**config.mk**
```make
export PLATFORM = sky130hd
export DESIGN_NAME = least_laxity_task_scheduler
export DESIGN_NICKNAME = d
export VERILOG_FILES = /design/src/rtl/core/llts_pkg.sv /design/src/rtl/core/llts_cell.sv /design/src/rtl/core/least_laxity_task_scheduler.sv
export SDC_FILE = /design/constraint.sdc
export NUM_CORES = 2
export LEC_CHECK = 0
export BUFFER_PORTS_ARGS = -buffer_cell sky130_fd_sc_hd__buf_4
export CELL_PAD_IN_SITES_DETAIL_PLACEMENT = 1
export CELL_PAD_IN_SITES_GLOBAL_PLACEMENT = 1
export CORE_AREA = 5 5 392 394
export DETAILED_ROUTE_END_ITERATION = 8
export DIE_AREA = 0 0 397 399
export GPL_TIMING_DRIVEN = 0
export PLACE_DENSITY_LB_ADDON = 0.1
export SLEW_MARGIN = 20
export SYNTH_ARGS = -nofsm -noshare
export SYNTH_HDL_FRONTEND = slang
export SYNTH_SLANG_ARGS = --single-unit
```
**constraint.sdc**
```tcl
create_clock -name clk -period 17 [get_ports clk]
set_input_delay 2.55 -clock clk [delete_from_list [all_inputs] [get_ports clk]]
set_output_delay 2.55 -clock clk [all_outputs]
set_load 0.005 [all_outputs]
```
**src/rtl/core/llts_pkg.sv**
```systemverilog
// Shared types and constants for the least-laxity task scheduler.
// Holds payload structs, cell command struct, status and FSM enums.
// No dependencies.
`timescale 1ns / 1ps
`default_nettype none
package llts_pkg;

    localparam int NUM_SLOTS_DEF = 16;
    localparam int TIME_BITS_DEF = 16;
    localparam int LAX_LIMIT     = 100000;
    localparam int SHORT_LIMIT   = 10000;
    localparam int COUNT_MAX     = 31;

    localparam logic OP_ADMIT = 1'b0;
    localparam logic OP_TICK  = 1'b1;

    localparam logic CFG_QUANTUM  = 1'b0;
    localparam logic CFG_EXPECTED = 1'b1;

    typedef enum logic [1:0] {
        ST_EMPTY   = 2'd0,
        ST_READY   = 2'd1,
        ST_RUNNING = 2'd2,
        ST_DONE    = 2'd3
    } slot_status_t;

    typedef enum logic [2:0] {
        S_IDLE  = 3'd0,
        S_EVAL  = 3'd1,
        S_SCAN  = 3'd2,
        S_APPLY = 3'd3,
        S_EMIT  = 3'd4
    } sched_state_t;

    typedef struct packed {
        logic        op;
        logic [3:0]  slot;
        logic [15:0] service_time;
        logic [15:0] deadline;
    } in_item_t;

    typedef struct packed {
        logic       running_valid;
        logic [3:0] running_slot;
        logic       dispatched;
        logic       finished_valid;
        logic [3:0] finished_slot;
        logic       all_done;
        logic       halted;
    } out_item_t;

    // per-cell command strobes, already decoded for one slot
    typedef struct packed {
        logic admit;
        logic set_run;
        logic set_ready;
        logic dec;
        logic age;
    } cell_cmd_t;

endpackage
`default_nettype wire

```
**src/rtl/core/llts_cell.sv**
```systemverilog
// One task slot: holds status, remaining, wait and deadline of its task.
// Takes part in the candidate chain that finds the best slot. Uses llts_pkg.
`timescale 1ns / 1ps
`default_nettype none
module llts_cell #(
    parameter int TIME_BITS = 16,
    parameter int IW        = 4,
    parameter int IDX       = 0
) (
    input  wire                    clk,
    input  wire                    rst_n,
    input  llts_pkg::cell_cmd_t    cmd,
    input  wire  [15:0]            service_time,
    input  wire  [15:0]            deadline,
    input  wire                    scan_short,
    input  wire                    cand_found_in,
    input  wire  [TIME_BITS-1:0]   cand_key_in,
    input  wire  [IW-1:0]          cand_idx_in,
    output logic                   cand_found,
    output logic [TIME_BITS-1:0]   cand_key,
    output logic [IW-1:0]          cand_idx,
    output logic                   active,
    output logic                   rem_low
);
    import llts_pkg::*;

    localparam int CW = (TIME_BITS + 2 > 18) ? TIME_BITS + 2 : 18;
    localparam logic [TIME_BITS-1:0] TIME_MAX = {TIME_BITS{1'b1}};

    slot_status_t           status_reg, status_next;
    logic                   started_reg, started_next;
    logic [TIME_BITS-1:0]   rem_reg, rem_next;
    logic [TIME_BITS-1:0]   wait_reg, wait_next;
    logic [TIME_BITS-1:0]   dl_reg, dl_next;
    logic signed [CW-1:0]   lax, rem_w;
    logic                   qual, take;
    logic [TIME_BITS-1:0]   own_key;

    always_comb
    begin
        status_next  = status_reg;
        started_next = started_reg;
        rem_next     = rem_reg;
        wait_next    = wait_reg;
        dl_next      = dl_reg;
        if (cmd.admit)
        begin
            status_next  = ST_READY;
            started_next = 1'b0;
            rem_next     = TIME_BITS'(service_time);
            dl_next      = TIME_BITS'(deadline);
            wait_next    = '0;
        end
        else
        begin
            if (cmd.set_run)
                status_next = ST_RUNNING;
            if (cmd.set_ready)
                status_next = ST_READY;
            if (cmd.dec)
            begin
                started_next = 1'b1;
                if (rem_reg != '0)
                    rem_next = rem_reg - 1'b1;
                if (rem_reg <= TIME_BITS'(1))
                    status_next = ST_DONE;
            end
            // age against the status this cycle leaves behind
            if (cmd.age && status_next == ST_READY && !started_next && wait_reg != TIME_MAX)
                wait_next = wait_reg + 1'b1;
        end
    end

    always_ff @(posedge clk or negedge rst_n)
    begin
        if (!rst_n)
        begin
            status_reg  <= ST_EMPTY;
            started_reg <= 1'b0;
        end
        else
        begin
            status_reg  <= status_next;
            started_reg <= started_next;
        end
    end

    always_ff @(posedge clk)
    begin
        rem_reg  <= rem_next;
        wait_reg <= wait_next;
        dl_reg   <= dl_next;
    end

    assign active  = (status_reg == ST_READY) || (status_reg == ST_RUNNING);
    assign rem_low = (rem_reg <= TIME_BITS'(1));

    always_comb
    begin
        rem_w = $signed({{(CW-TIME_BITS){1'b0}}, rem_reg});
        lax   = $signed({{(CW-TIME_BITS){1'b0}}, dl_reg})
              - $signed({{(CW-TIME_BITS){1'b0}}, wait_reg}) - rem_w;
        if (scan_short)
        begin
            qual    = active && (rem_w < $signed(CW'(SHORT_LIMIT)));
            own_key = rem_reg;
        end
        else
        begin
            qual    = active && (lax >= 0) && (lax < $signed(CW'(LAX_LIMIT)));
            own_key = lax[TIME_BITS-1:0];
        end
        // strict less keeps the lower slot on a tie
        take = qual && (!cand_found_in || own_key < cand_key_in);
    end

    always_ff @(posedge clk or negedge rst_n)
    begin
        if (!rst_n)
            cand_found <= 1'b0;
        else
            cand_found <= take || cand_found_in;
    end

    always_ff @(posedge clk)
    begin
        cand_key <= take ? own_key : cand_key_in;
        cand_idx <= take ? IW'(IDX) : cand_idx_in;
    end

endmodule
`default_nettype wire

```
**src/rtl/core/least_laxity_task_scheduler.sv**
```systemverilog
// An admit, and a tick that is halted, has no admissions or completes, goes
// from IDLE straight to EMIT; a tick without reselection goes IDLE, EVAL, EMIT,
// one that reselects IDLE, EVAL, SCAN, APPLY, EMIT, and the first dispatch IDLE,
// SCAN, APPLY, EMIT; one item in flight at a time, the next taken only after the
// result leaves with ready high. The candidate walk, one cell per cycle, sets the scan.
// Reset (rst_n, async): all slots empty, quantum 1, expected tasks 0, not halted.
`timescale 1ns / 1ps
`default_nettype none
module least_laxity_task_scheduler #(
    parameter int NUM_SLOTS = llts_pkg::NUM_SLOTS_DEF,
    parameter int TIME_BITS = llts_pkg::TIME_BITS_DEF
) (
    input  wire                  clk,
    input  wire                  rst_n,
    input  wire                  item_valid,
    output logic                 item_ready,
    input  llts_pkg::in_item_t   item,
    output logic                 result_valid,
    input  wire                  result_ready,
    output llts_pkg::out_item_t  result,
    input  wire                  cfg_we,
    input  wire                  cfg_addr,
    input  wire  [7:0]           cfg_wdata
);
    import llts_pkg::*;

    localparam int IW = (NUM_SLOTS > 1) ? $clog2(NUM_SLOTS) : 1;

    // Control state
    sched_state_t   state_reg, state_next;
    logic           mode_short_reg, mode_short_next;
    logic [IW-1:0]  scan_cnt_reg, scan_cnt_next;
    logic           run_valid_reg, run_valid_next;
    logic [IW-1:0]  run_slot_reg, run_slot_next;
    logic           fin_reg, fin_next;
    logic [IW-1:0]  fin_slot_reg, fin_slot_next;
    logic           disp_reg, disp_next;
    logic [7:0]     qc_reg, qc_next;
    logic [7:0]     qt_reg;
    logic [4:0]     exp_reg;
    logic [4:0]     adm_reg, adm_next;
    logic           first_reg, first_next;
    logic           stopped_reg, stopped_next;
    logic           out_valid_reg, out_valid_next;
    out_item_t      out_reg, out_next;

    // Cell command decode
    logic           admit_en, run_en, ready_en, dec_en, age_en;
    logic [IW-1:0]  admit_slot, run_tgt;
    cell_cmd_t      cmd [NUM_SLOTS];

    // Candidate chain; entry 0 feeds the first cell an empty candidate
    logic                 found_chain [NUM_SLOTS+1];
    logic [TIME_BITS-1:0] key_chain   [NUM_SLOTS+1];
    logic [IW-1:0]        idx_chain   [NUM_SLOTS+1];
    logic [NUM_SLOTS-1:0] active_vec;
    logic [NUM_SLOTS-1:0] rem_low_vec;

    logic accept, in_range, done_now;

    assign found_chain[0] = 1'b0;
    assign key_chain[0]   = '0;
    assign idx_chain[0]   = '0;

    genvar g;
    generate
        for (g = 0; g < NUM_SLOTS; g++)
        begin : g_cell
            always_comb
            begin
                cmd[g].admit     = admit_en && (admit_slot == IW'(g));
                cmd[g].set_run   = run_en   && (run_tgt == IW'(g));
                cmd[g].set_ready = ready_en && (run_slot_reg == IW'(g));
                cmd[g].dec       = dec_en   && (run_slot_reg == IW'(g));
                cmd[g].age       = age_en;
            end

            llts_cell #(
                .TIME_BITS (TIME_BITS),
                .IW        (IW),
                .IDX       (g)
            ) u_cell (
                .clk           (clk),
                .rst_n         (rst_n),
                .cmd           (cmd[g]),
                .service_time  (item.service_time),
                .deadline      (item.deadline),
                .scan_short    (mode_short_reg),
                .cand_found_in (found_chain[g]),
                .cand_key_in   (key_chain[g]),
                .cand_idx_in   (idx_chain[g]),
                .cand_found    (found_chain[g+1]),
                .cand_key      (key_chain[g+1]),
                .cand_idx      (idx_chain[g+1]),
                .active        (active_vec[g]),
                .rem_low       (rem_low_vec[g])
            );
        end
    endgenerate

    assign item_ready   = (state_reg == S_IDLE) && !out_valid_reg;
    assign accept       = item_valid && item_ready;
    assign in_range     = (32'(item.slot) < NUM_SLOTS);
    assign done_now     = (adm_reg != '0) && (adm_reg == exp_reg) && !(|active_vec);
    assign result_valid = out_valid_reg;
    assign result       = out_reg;

    // Configuration writes land at any edge with the write enable high
    always_ff @(posedge clk or negedge rst_n)
    begin
        if (!rst_n)
        begin
            qt_reg  <= 8'd1;
            exp_reg <= '0;
        end
        else if (cfg_we)
        begin
            unique case (cfg_addr)
                CFG_QUANTUM:  qt_reg  <= cfg_wdata;
                CFG_EXPECTED: exp_reg <= cfg_wdata[4:0];
                default:      qt_reg  <= qt_reg;
            endcase
        end
    end

    always_comb
    begin
        state_next      = state_reg;
        mode_short_next = mode_short_reg;
        scan_cnt_next   = scan_cnt_reg;
        run_valid_next  = run_valid_reg;
        run_slot_next   = run_slot_reg;
        fin_next        = fin_reg;
        fin_slot_next   = fin_slot_reg;
        disp_next       = disp_reg;
        qc_next         = qc_reg;
        adm_next        = adm_reg;
        first_next      = first_reg;
        stopped_next    = stopped_reg;
        out_valid_next  = out_valid_reg;
        out_next        = out_reg;
        admit_en        = 1'b0;
        admit_slot      = IW'(item.slot);
        run_en          = 1'b0;
        run_tgt         = idx_chain[NUM_SLOTS];
        ready_en        = 1'b0;
        dec_en          = 1'b0;
        age_en          = 1'b0;

        // drop the result once the transfer completes
        if (out_valid_reg && result_ready)
            out_valid_next = 1'b0;

        unique case (state_reg)
            S_IDLE:
            begin
                if (accept)
                begin
                    disp_next  = 1'b0;
                    fin_next   = 1'b0;
                    state_next = S_EMIT;
                    if (stopped_reg)
                    begin
                        state_next = S_EMIT;
                    end
                    else if (item.op == OP_ADMIT)
                    begin
                        if (in_range)
                        begin
                            admit_en = 1'b1;
                            if (adm_reg != 5'(COUNT_MAX))
                                adm_next = adm_reg + 1'b1;
                            // admitting over the running slot leaves nothing running
                            if (run_valid_reg && run_slot_reg == IW'(item.slot))
                                run_valid_next = 1'b0;
                        end
                    end
                    else if (adm_reg == '0)
                    begin
                        state_next = S_EMIT;
                    end
                    else if (done_now)
                    begin
                        stopped_next = 1'b1;
                    end
                    else if (!run_valid_reg && first_reg)
                    begin
                        first_next      = 1'b0;
                        mode_short_next = 1'b1;
                        scan_cnt_next   = '0;
                        state_next      = S_SCAN;
                    end
                    else
                    begin
                        if (run_valid_reg)
                        begin
                            dec_en        = 1'b1;
                            fin_next      = rem_low_vec[run_slot_reg];
                            fin_slot_next = run_slot_reg;
                        end
                        state_next = S_EVAL;
                    end
                end
            end

            S_EVAL:
            begin
                if (fin_reg)
                begin
                    run_valid_next = 1'b0;
                    qc_next        = '0;
                end
                if (!run_valid_reg || fin_reg || qc_reg == qt_reg)
                begin
                    mode_short_next = 1'b0;
                    scan_cnt_next   = '0;
                    state_next      = S_SCAN;
                end
                else
                begin
                    age_en     = 1'b1;
                    qc_next    = qc_reg + 1'b1;
                    state_next = S_EMIT;
                end
            end

            S_SCAN:
            begin
                // advance until the candidate has passed the last cell
                scan_cnt_next = scan_cnt_reg + 1'b1;
                if (scan_cnt_reg == IW'(NUM_SLOTS - 1))
                    state_next = S_APPLY;
            end

            S_APPLY:
            begin
                state_next = S_EMIT;
                if (!found_chain[NUM_SLOTS])
                begin
                    stopped_next = 1'b1;
                end
                else if (mode_short_reg)
                begin
                    run_en         = 1'b1;
                    run_valid_next = 1'b1;
                    run_slot_next  = idx_chain[NUM_SLOTS];
                    disp_next      = 1'b1;
                end
                else
                begin
                    age_en  = 1'b1;
                    qc_next = 8'd1;
                    if (!run_valid_reg || idx_chain[NUM_SLOTS] != run_slot_reg)
                    begin
                        run_en         = 1'b1;
                        ready_en       = run_valid_reg;
                        run_valid_next = 1'b1;
                        run_slot_next  = idx_chain[NUM_SLOTS];
                        disp_next      = 1'b1;
                    end
                end
            end

            S_EMIT:
            begin
                out_valid_next          = 1'b1;
                out_next.running_valid  = run_valid_reg;
                out_next.running_slot   = run_valid_reg ? 4'(run_slot_reg) : 4'd0;
                out_next.dispatched     = disp_reg;
                out_next.finished_valid = fin_reg;
                out_next.finished_slot  = fin_reg ? 4'(fin_slot_reg) : 4'd0;
                out_next.all_done       = done_now;
                out_next.halted         = stopped_reg;
                state_next              = S_IDLE;
            end

            default:
            begin
                state_next = S_IDLE;
            end
        endcase
    end

    always_ff @(posedge clk or negedge rst_n)
    begin
        if (!rst_n)
        begin
            state_reg      <= S_IDLE;
            mode_short_reg <= 1'b0;
            scan_cnt_reg   <= '0;
            run_valid_reg  <= 1'b0;
            run_slot_reg   <= '0;
            fin_reg        <= 1'b0;
            fin_slot_reg   <= '0;
            disp_reg       <= 1'b0;
            qc_reg         <= '0;
            adm_reg        <= '0;
            first_reg      <= 1'b1;
            stopped_reg    <= 1'b0;
            out_valid_reg  <= 1'b0;
        end
        else
        begin
            state_reg      <= state_next;
            mode_short_reg <= mode_short_next;
            scan_cnt_reg   <= scan_cnt_next;
            run_valid_reg  <= run_valid_next;
            run_slot_reg   <= run_slot_next;
            fin_reg        <= fin_next;
            fin_slot_reg   <= fin_slot_next;
            disp_reg       <= disp_next;
            qc_reg         <= qc_next;
            adm_reg        <= adm_next;
            first_reg      <= first_next;
            stopped_reg    <= stopped_next;
            out_valid_reg  <= out_valid_next;
        end
    end

    // hold the result payload; only written when a new result is built
    always_ff @(posedge clk)
    begin
        out_reg <= out_next;
    end

    a_busy_blocks_input: assert property (@(posedge clk) disable iff (!rst_n)
        (state_reg != S_IDLE) |-> !item_ready)
        else $error("input taken while an item is in progress");

    a_halt_sticks: assert property (@(posedge clk) disable iff (!rst_n)
        stopped_reg |=> stopped_reg)
        else $error("halt released without reset");

    a_result_from_emit: assert property (@(posedge clk) disable iff (!rst_n)
        $rose(out_valid_reg) |-> $past(state_reg == S_EMIT))
        else $error("result raised outside the emit step");

    a_finished_not_running: assert property (@(posedge clk) disable iff (!rst_n)
        (result_valid && result.finished_valid && result.running_valid)
        |-> (result.running_slot != result.finished_slot))
        else $error("finished slot still reported running");

endmodule
`default_nettype wire
```
Word level (Yosys, flattened, before mapping)
Index checks and enable logic that the tools add are counted.
Widths: inputs -> output; s select.
{"block": "op_classes", "bitwise_logic": 6, "mux": 322, "div_mod_pow": 0, "reduce_logical": 357, "shifts": 0, "add_sub_neg": 67, "eq_ne": 135, "n_lt_le_gt_ge": 80, "mul": 0}
{"cell": "$mux 16", "n": 78}
{"cell": "$ge 18x1->1 const B", "n": 16}
{"cell": "$lt 18x18->1 const B", "n": 16}
{"cell": "$sub 17x17->18", "n": 16}
{"cell": "$sub 16x16->17", "n": 16}
{"cell": "$add 16x1->16 const B", "n": 16}
{"cell": "$le 16x1->1 const B", "n": 16}
{"cell": "$lt 16x14->1 const B", "n": 16}
{"cell": "$ne 16x16->1 const B", "n": 16}
{"cell": "$reduce_bool 16->1", "n": 16}
{"cell": "$sub 16x1->16 const B", "n": 16}
{"cell": "$lt 16x16->1", "n": 15}
{"cell": "$mux 2", "n": 97}
{"cell": "$logic_and 1x1->1", "n": 182}
{"cell": "$mux 1", "n": 118}
{"cell": "$eq 4x4->1 const B", "n": 25}
{"cell": "$reduce_bool 2->1", "n": 37}
{"cell": "$eq 2x1->1 const B", "n": 32}
{"cell": "$logic_or 1x1->1", "n": 49}
{"cell": "$eq 4x3->1 const B", "n": 12}
{"cell": "$reduce_and 2->1", "n": 20}
{"cell": "$mux 4", "n": 9}
{"cell": "$logic_not 1->1", "n": 34}
{"cell": "$eq 2x2->1 const B", "n": 16}
{"cell": "37 further kinds", "n": 83}
{"block": "word_totals", "latch_bits": 0, "rom_bits": 0, "output_inout_bits": 15, "inputBits": 51, "memories": 0, "reg_bits": 1182, "ramBits": 0, "elab_cells": 1115}

Logic depth before layout (Yosys ltp)
{"block": "logic_depth", "word_depth": 18, "depth_mapped": 29, "ltp_nobuf": 28}

Cells and area by module
From an unflattened synthesis, not the netlist that was laid out.
{"block": "unflattened", "hier_cells": 9336, "area_unflattened_um2": 84272.1}
{"mod": "llts_cell (g_cell[11].u_cell ...)", "area_per_inst_um2": 5046.1, "seq_area_each_um2": 1781.7, "n_inst": 5, "cells_per_inst": 554}
{"mod": "llts_cell (g_cell[10].u_cell ...)", "area_per_inst_um2": 5028.6, "seq_area_each_um2": 1781.7, "n_inst": 5, "cells_per_inst": 576}
{"mod": "llts_cell (g_cell[13].u_cell ...)", "area_per_inst_um2": 4998.5, "seq_area_each_um2": 1781.7, "n_inst": 2, "cells_per_inst": 542}
{"mod": "llts_cell (g_cell[15].u_cell)", "area_per_inst_um2": 5102.4, "seq_area_each_um2": 1781.7, "n_inst": 1, "cells_per_inst": 554}
{"mod": "llts_cell (g_cell[9].u_cell)", "area_per_inst_um2": 5094.9, "seq_area_each_um2": 1781.7, "n_inst": 1, "cells_per_inst": 557}
{"mod": "llts_cell (g_cell[0].u_cell)", "area_per_inst_um2": 5032.3, "seq_area_each_um2": 1781.7, "n_inst": 1, "cells_per_inst": 563}
{"mod": "llts_cell (g_cell[8].u_cell)", "area_per_inst_um2": 4971.0, "seq_area_each_um2": 1781.7, "n_inst": 1, "cells_per_inst": 548}
{"mod": "least_laxity_task_scheduler", "area_per_inst_um2": 3701.0, "seq_area_each_um2": 1594.0, "n_inst": 1, "cells_per_inst": 380}

Worst setup path before layout
No wires, ideal clock.
{"block": "synth_timing", "path_type": "reg2reg", "from": "register g_cell[6].u_cell.wait_reg[1]", "to": "register g_cell[6].u_cell.cand_key[10]", "n_path_buf": 1, "setup_ns": 0.123, "stages_incl_launch_ff": 29, "t_arrival_ns": 5.538, "slack_ns": 11.338, "cell_sequence": "dfxtp_1 -> inv_1 -> ha_1 -> nor2b_1 -> o21ai_0 -> a21boi_0 -> o21ai_0 -> nand2b_1 -> a21o_1 -> a21oi_1 -> xnor2_1 -> ha_1 -> or4_1 -> o41ai_1 -> a31o_2 -> a21oi_1 -> o21ai_0 -> or3b_1 -> a31o_2 -> ha_1 -> nand4_1 -> nor2_1 -> a21oi_1 -> o211ai_1 -> o21a_1 -> nor2_1 -> o21ai_4 -> buf_6 -> mux2_1"}
{"block": "synth_via", "elab_chain_cells": 8, "elab_cells_between_ends": 12, "classes_between": "add/sub (2); order compare (3); mux (3); reduce/logical (4)"}
{"element": "start: declaration", "line_no": "llts_cell.sv:33", "rtl": "logic [TIME_BITS-1:0] wait_reg, wait_next;"}
{"element": "start signal: assignment", "line_no": "llts_cell.sv:91", "rtl": "wait_reg <= wait_next;"}
{"element": "$sub 16x16->17 *", "line_no": "llts_cell.sv:102", "rtl": "- $signed({{(CW-TIME_BITS){1'b0}}, wait_reg}) - rem_w;"}
{"element": "$sub 17x17->18 *", "line_no": "llts_cell.sv:102"}
{"element": "$ge 18x1->1", "line_no": "llts_cell.sv:110", "rtl": "qual = active && (lax >= 0) && (lax < $signed(CW'(LAX_LIMIT)));"}
{"element": "$logic_and 1x1->1 (2 in series)", "line_no": "llts_cell.sv:110"}
{"element": "$mux 1", "line_no": "llts_cell.sv:103", "rtl": "if (scan_short)"}
{"element": "$logic_and 1x1->1", "line_no": "llts_cell.sv:114", "rtl": "take = qual && (!cand_found_in || own_key < cand_key_in);"}
{"element": "$mux 16 *", "line_no": "llts_cell.sv:127", "rtl": "cand_key <= take ? own_key : cand_key_in;"}
{"element": "end signal: assignment", "line_no": "llts_cell.sv:127"}
{"element": "end: declaration", "line_no": "llts_cell.sv:20", "rtl": "output logic [TIME_BITS-1:0] cand_key,"}
Every way passes the cells marked *; elsewhere a longest branch is shown, timed or not.
A chain may end at the register's enable or synchronous reset.

Worst setup path in the final report
{"block": "layout_timing", "from": "register mode_short_reg", "to": "register g_cell[5].u_cell.cand_key[4]"}
{"block": "layout_via", "elab_chain_cells": 5, "elab_cells_between_ends": 6, "classes_between": "order compare (1); mux (3); reduce/logical (2)"}
{"element": "start: declaration", "line_no": "least_laxity_task_scheduler.sv:31", "rtl": "logic mode_short_reg, mode_short_next;"}
{"element": "start signal: assignment", "line_no": "least_laxity_task_scheduler.sv:305", "rtl": "mode_short_reg <= mode_short_next;"}
{"element": "$mux 16", "line_no": "llts_cell.sv:103"}
{"element": "$lt 16x16->1", "line_no": "llts_cell.sv:114"}
{"element": "$logic_or 1x1->1", "line_no": "llts_cell.sv:114"}
{"element": "$logic_and 1x1->1", "line_no": "llts_cell.sv:114"}
{"element": "$mux 16 *", "line_no": "llts_cell.sv:127"}
{"element": "end signal: assignment", "line_no": "llts_cell.sv:127"}
{"element": "end: declaration", "line_no": "llts_cell.sv:20"}
Marked as above.

==> summary.md <==
| Metric | Value |
|---|---|
| Die Area | 158,400 um^2 |
| I/O Pins | 66 |
| Arrival time worst endpoint | 8.98 ns |
| Antenna violations before repair | 45 |
| Initial drt markers | 7,550 |
| H-tree depth | 4 |
| R2r startpoint | mode_short_reg |
| Core ar. | 149,400 um^2 |
| Async S/R FF share, synth | 9.475% |
| First-pass GRT wire length | 468,500 um |
| Reg2reg setup slack | 8.65 ns |
| Total CTS buffers | 142 |
| Hold_ws | 0.4214 ns |
| Worst VDD drop | 0.1065 mV |
| Area growth, synth to finish | 10.92% |
| Post-synthesis share of cell area spent on xor and xnor gates | 8.808% |
| GR Overflow Total | 0 |
| CP startpoint kind | flop |
| Die height | 399 um |
| Synth Area in Adders | 13.12% |
| Starting Density | 53.71% |
| Slew @ Worst Pin | 1.363 ns |
| Hold buffers post-CTS | 0 |
| CTS tree | yes |
| Number of global-route vias before repair | 73,554 |
| Ys flop type | dfxtp_1 |
| Final period util | 49.11% |
| Area of the mapped netlist | 80,250 um^2 |
| Setup Crit Path Kind | flop to flop |
| Pwr/cell area | 126.0 nW/um^2 |
| Fin crit period | 8.349 ns |
| Area leader, netlist | edfxtp_1 |
| CTS max path bufs | 3 |
| Die X | 397 um |
| 1st-pass router iterations | 6 |
| Yosys top cell area share | 19.65% |
| Highest Clock Rate | 119.8 MHz |
| Largest family of logic cells by synthesized area | simple AND/OR/NAND/NOR gates |
| Final setup TNS | 0 ns |
| Slew Viols, Final | 0 |
| FF-to-FF path depth | 23 |
| Clock Skew | 0.03661 ns |
| RSZ-0062 raised after global routing | no |
| Critical Path Source | mode_short_reg |
| Setup ws final | 8.651 ns |
| Max Cap Viol | 0 |
| Worst Path Max Fanout | 10 |
| Hold Path Class | flop to flop |
| Total number of vias | 72,672 |
| Distinct cell type count after synthesis | 112 |
| Sequential fraction of the synthesis area | 36.74% |
| Layout fillers | 17,224 |
| Worst skew pair latency | 0.80 ns |
| #FFs+latches synth | 1,182 |
| Mux cell area share after synthesis | 3.845% |
| CTS root buffer | clkbuf_16 |
| Slew HR | 8.280% |
| GP Congestion | 1.013 |
| CTS clock-pin slew for the worst setup and hold paths | 0.06 ns |
| Leak Pwr | 0.03743 uW |
| Gr usage total | 39.52% |
| Final setup viols | 0 |
| Post-route ant nets | 0 |
| Remaining DRCs | 0 |
| Crit path to | g_cell[5].u_cell.cand_key[4] |
| Syn Nets | 9,911 |
| Post-Syn Instances | 9,038 |
| Post-Route WL | 321,000 um |
| Synth Area in Simple Gates | 16.75% |
| Worst EP required | 17.63 ns |
| Area contributors post-synth | edfxtp_1 20%, dfxtp_1 14%, ha_1 12% |
| IO buf count | 45 |
| NumNets Final | 10,146 |
| Compound-Gate Fraction of Synth Area | 15.18% |
| Final Hold Fails | 0 |
| Ys Warns | 0 |
| Largest net degree at the start of global routing | 64 |
| Status | finished, final reports clean |
| Mean routed wirelength per cell | 27.97 um |
| Most frequent cells in the layout | 928 x inv_1, 852 x nor2_1, 790 x ha_1 |
| Setup Buffers After CTS | 0 |
| Number of flops mapped to enable cells by yosys | 525 |
| Post-cts resize count | 0 |
| Clock Sinks | 1,182 |
| Std cell rows | 142 |
| Via/cell ratio | 6.333 |
| Crit path capture type | flop |
| Pre-CTS WS | 8.593 ns |
| Syn_area_per_cell | 8.879 um^2 |
| Post-DP HPWL | 237,600 um |
| Layout cells sized above 1 | 8.466% |
| Commonest non-fill, non-tap cell in the layout | inv_1 |
| Worst flop-to-flop path endpoint | g_cell[5].u_cell.cand_key[4] |
-- cell families (layout without fill, tap and decap cells) --
family	Yosys count	in the layout
DFF	1182	1182
AOI/OAI and AO/OA	1977	1977
adders and majority gates	822	822
other	0	68
muxes	275	275
and+or+nand+nor	2804	2804
xor gates and xnor gates	807	807
buffers and inverters	1171	1524
-- how the worst min path moves through the flow --
| stage | startpoint | end | slack, ns | depth (start not counted) |
|---|---|---|---|---|
| after floorplan | g_cell[9].u_cell.cand_idx[1] | g_cell[10].u_cell.cand_idx[1] | 0.39 | 1 |
| after global placement | g_cell[5].u_cell.cand_idx[2] | g_cell[6].u_cell.cand_idx[2] | 0.39 | 1 |
| after detailed placement | g_cell[13].u_cell.cand_idx[2] | g_cell[14].u_cell.cand_idx[2] | 0.40 | 1 |
| after CTS | g_cell[14].u_cell.cand_idx[1] | g_cell[15].u_cell.cand_idx[1] | 0.42 | 1 |
| after global routing | g_cell[12].u_cell.cand_idx[0] | g_cell[13].u_cell.cand_idx[0] | 0.43 | 1 |
| final | g_cell[12].u_cell.cand_idx[0] | g_cell[13].u_cell.cand_idx[0] | 0.42 | 1 |
-- Yosys cell counts (all sizes together) (53+ instances only) --
cell,count
or3,80
mux2,246
nor2,862
edfxtp,525
a211oi,68
nand2,713
inv,929
o21a,91
and2,53
a21o,123
o211ai,55
dfrtp,110
ha,790
a21oi,552
and3,64
nand2b,116
a31oi,58
nor2b,102
xnor2,657
buf,80
dfxtp,545
xor2,150
nand4,122
nand3,223
clkbuf,159
o31ai,59
nor4,105
o21ai,652
nor3,234
-- per-layer routing --
| layer | GRT usage (%) | vias up | wire length [um] |
|---|---|---|---|
| li1 | - | 32300 | - |
| met1 | 49.47 | 36000 | 122400 |
| met2 | 61.78 | 3512 | 143300 |
| met3 | 8.681 | 848 | 33850 |
| met4 | 25.62 | 12 | 21230 |
| met5 | 0.3079 | - | 135 |
-- layout make-up --
class / instances / area (um^2) / share of cell area, %
multi-input cells: 6685 / 46470 / 52.20
repair buffers: 91 / 1210 / 1.359
flip-flops and latches: 1182 / 29480 / 33.12
well taps: 2016 / 2522 / 2.834
diodes: 68 / 170.2 / 0.1912
clock inverters: 50 / 360.3 / 0.4048
clock buffers: 212 / 4249 / 4.774
inverters: 932 / 3498 / 3.930
plain buffers: 239 / 1052 / 1.182
-- per-stage QoR --
step                cell area (um^2)  power, uW  instances  util, %
finish                         89010      11210      11475    59.57
global route                   88860      11590      11414    59.47
CTS                            88780      11070      11405    59.42
global placement               83110       7721      11099    55.62
detailed placement             84170       7969      11143    56.33
floorplan                      80250       6265       9038        -
-- power by group --
part	leakage (uW)	internal, uW	switching (uW)
logic	0.0240	1680	2910
registers	0.0112	3280	248
clock network	0.00230	1780	1320
total	0.0374	6740	4470
-- worst max-delay path, stage by stage, from the launching register on --
cell       delay (ns)
dfrtp_1          0.43
clkbuf_1         0.80
buf_2            0.79
clkbuf_2         0.27
buf_12           0.19
buf_2            0.63
buf_2            0.61
buf_2            0.31
buf_12           0.20
clkbuf_2         0.49
nand2_1          0.09
o21ai_0          0.23
ha_1             0.35
a21o_1           0.19
a21o_1           0.17
a21oi_1          0.16
nor2_1           0.06
a2111oi_0        0.40
nor2_1           0.11
o31ai_1          0.37
and2_1           0.19
clkbuf_1         0.44
clkbuf_1         0.39
o21ai_0          0.20
Power figures use the tool's default switching activity.
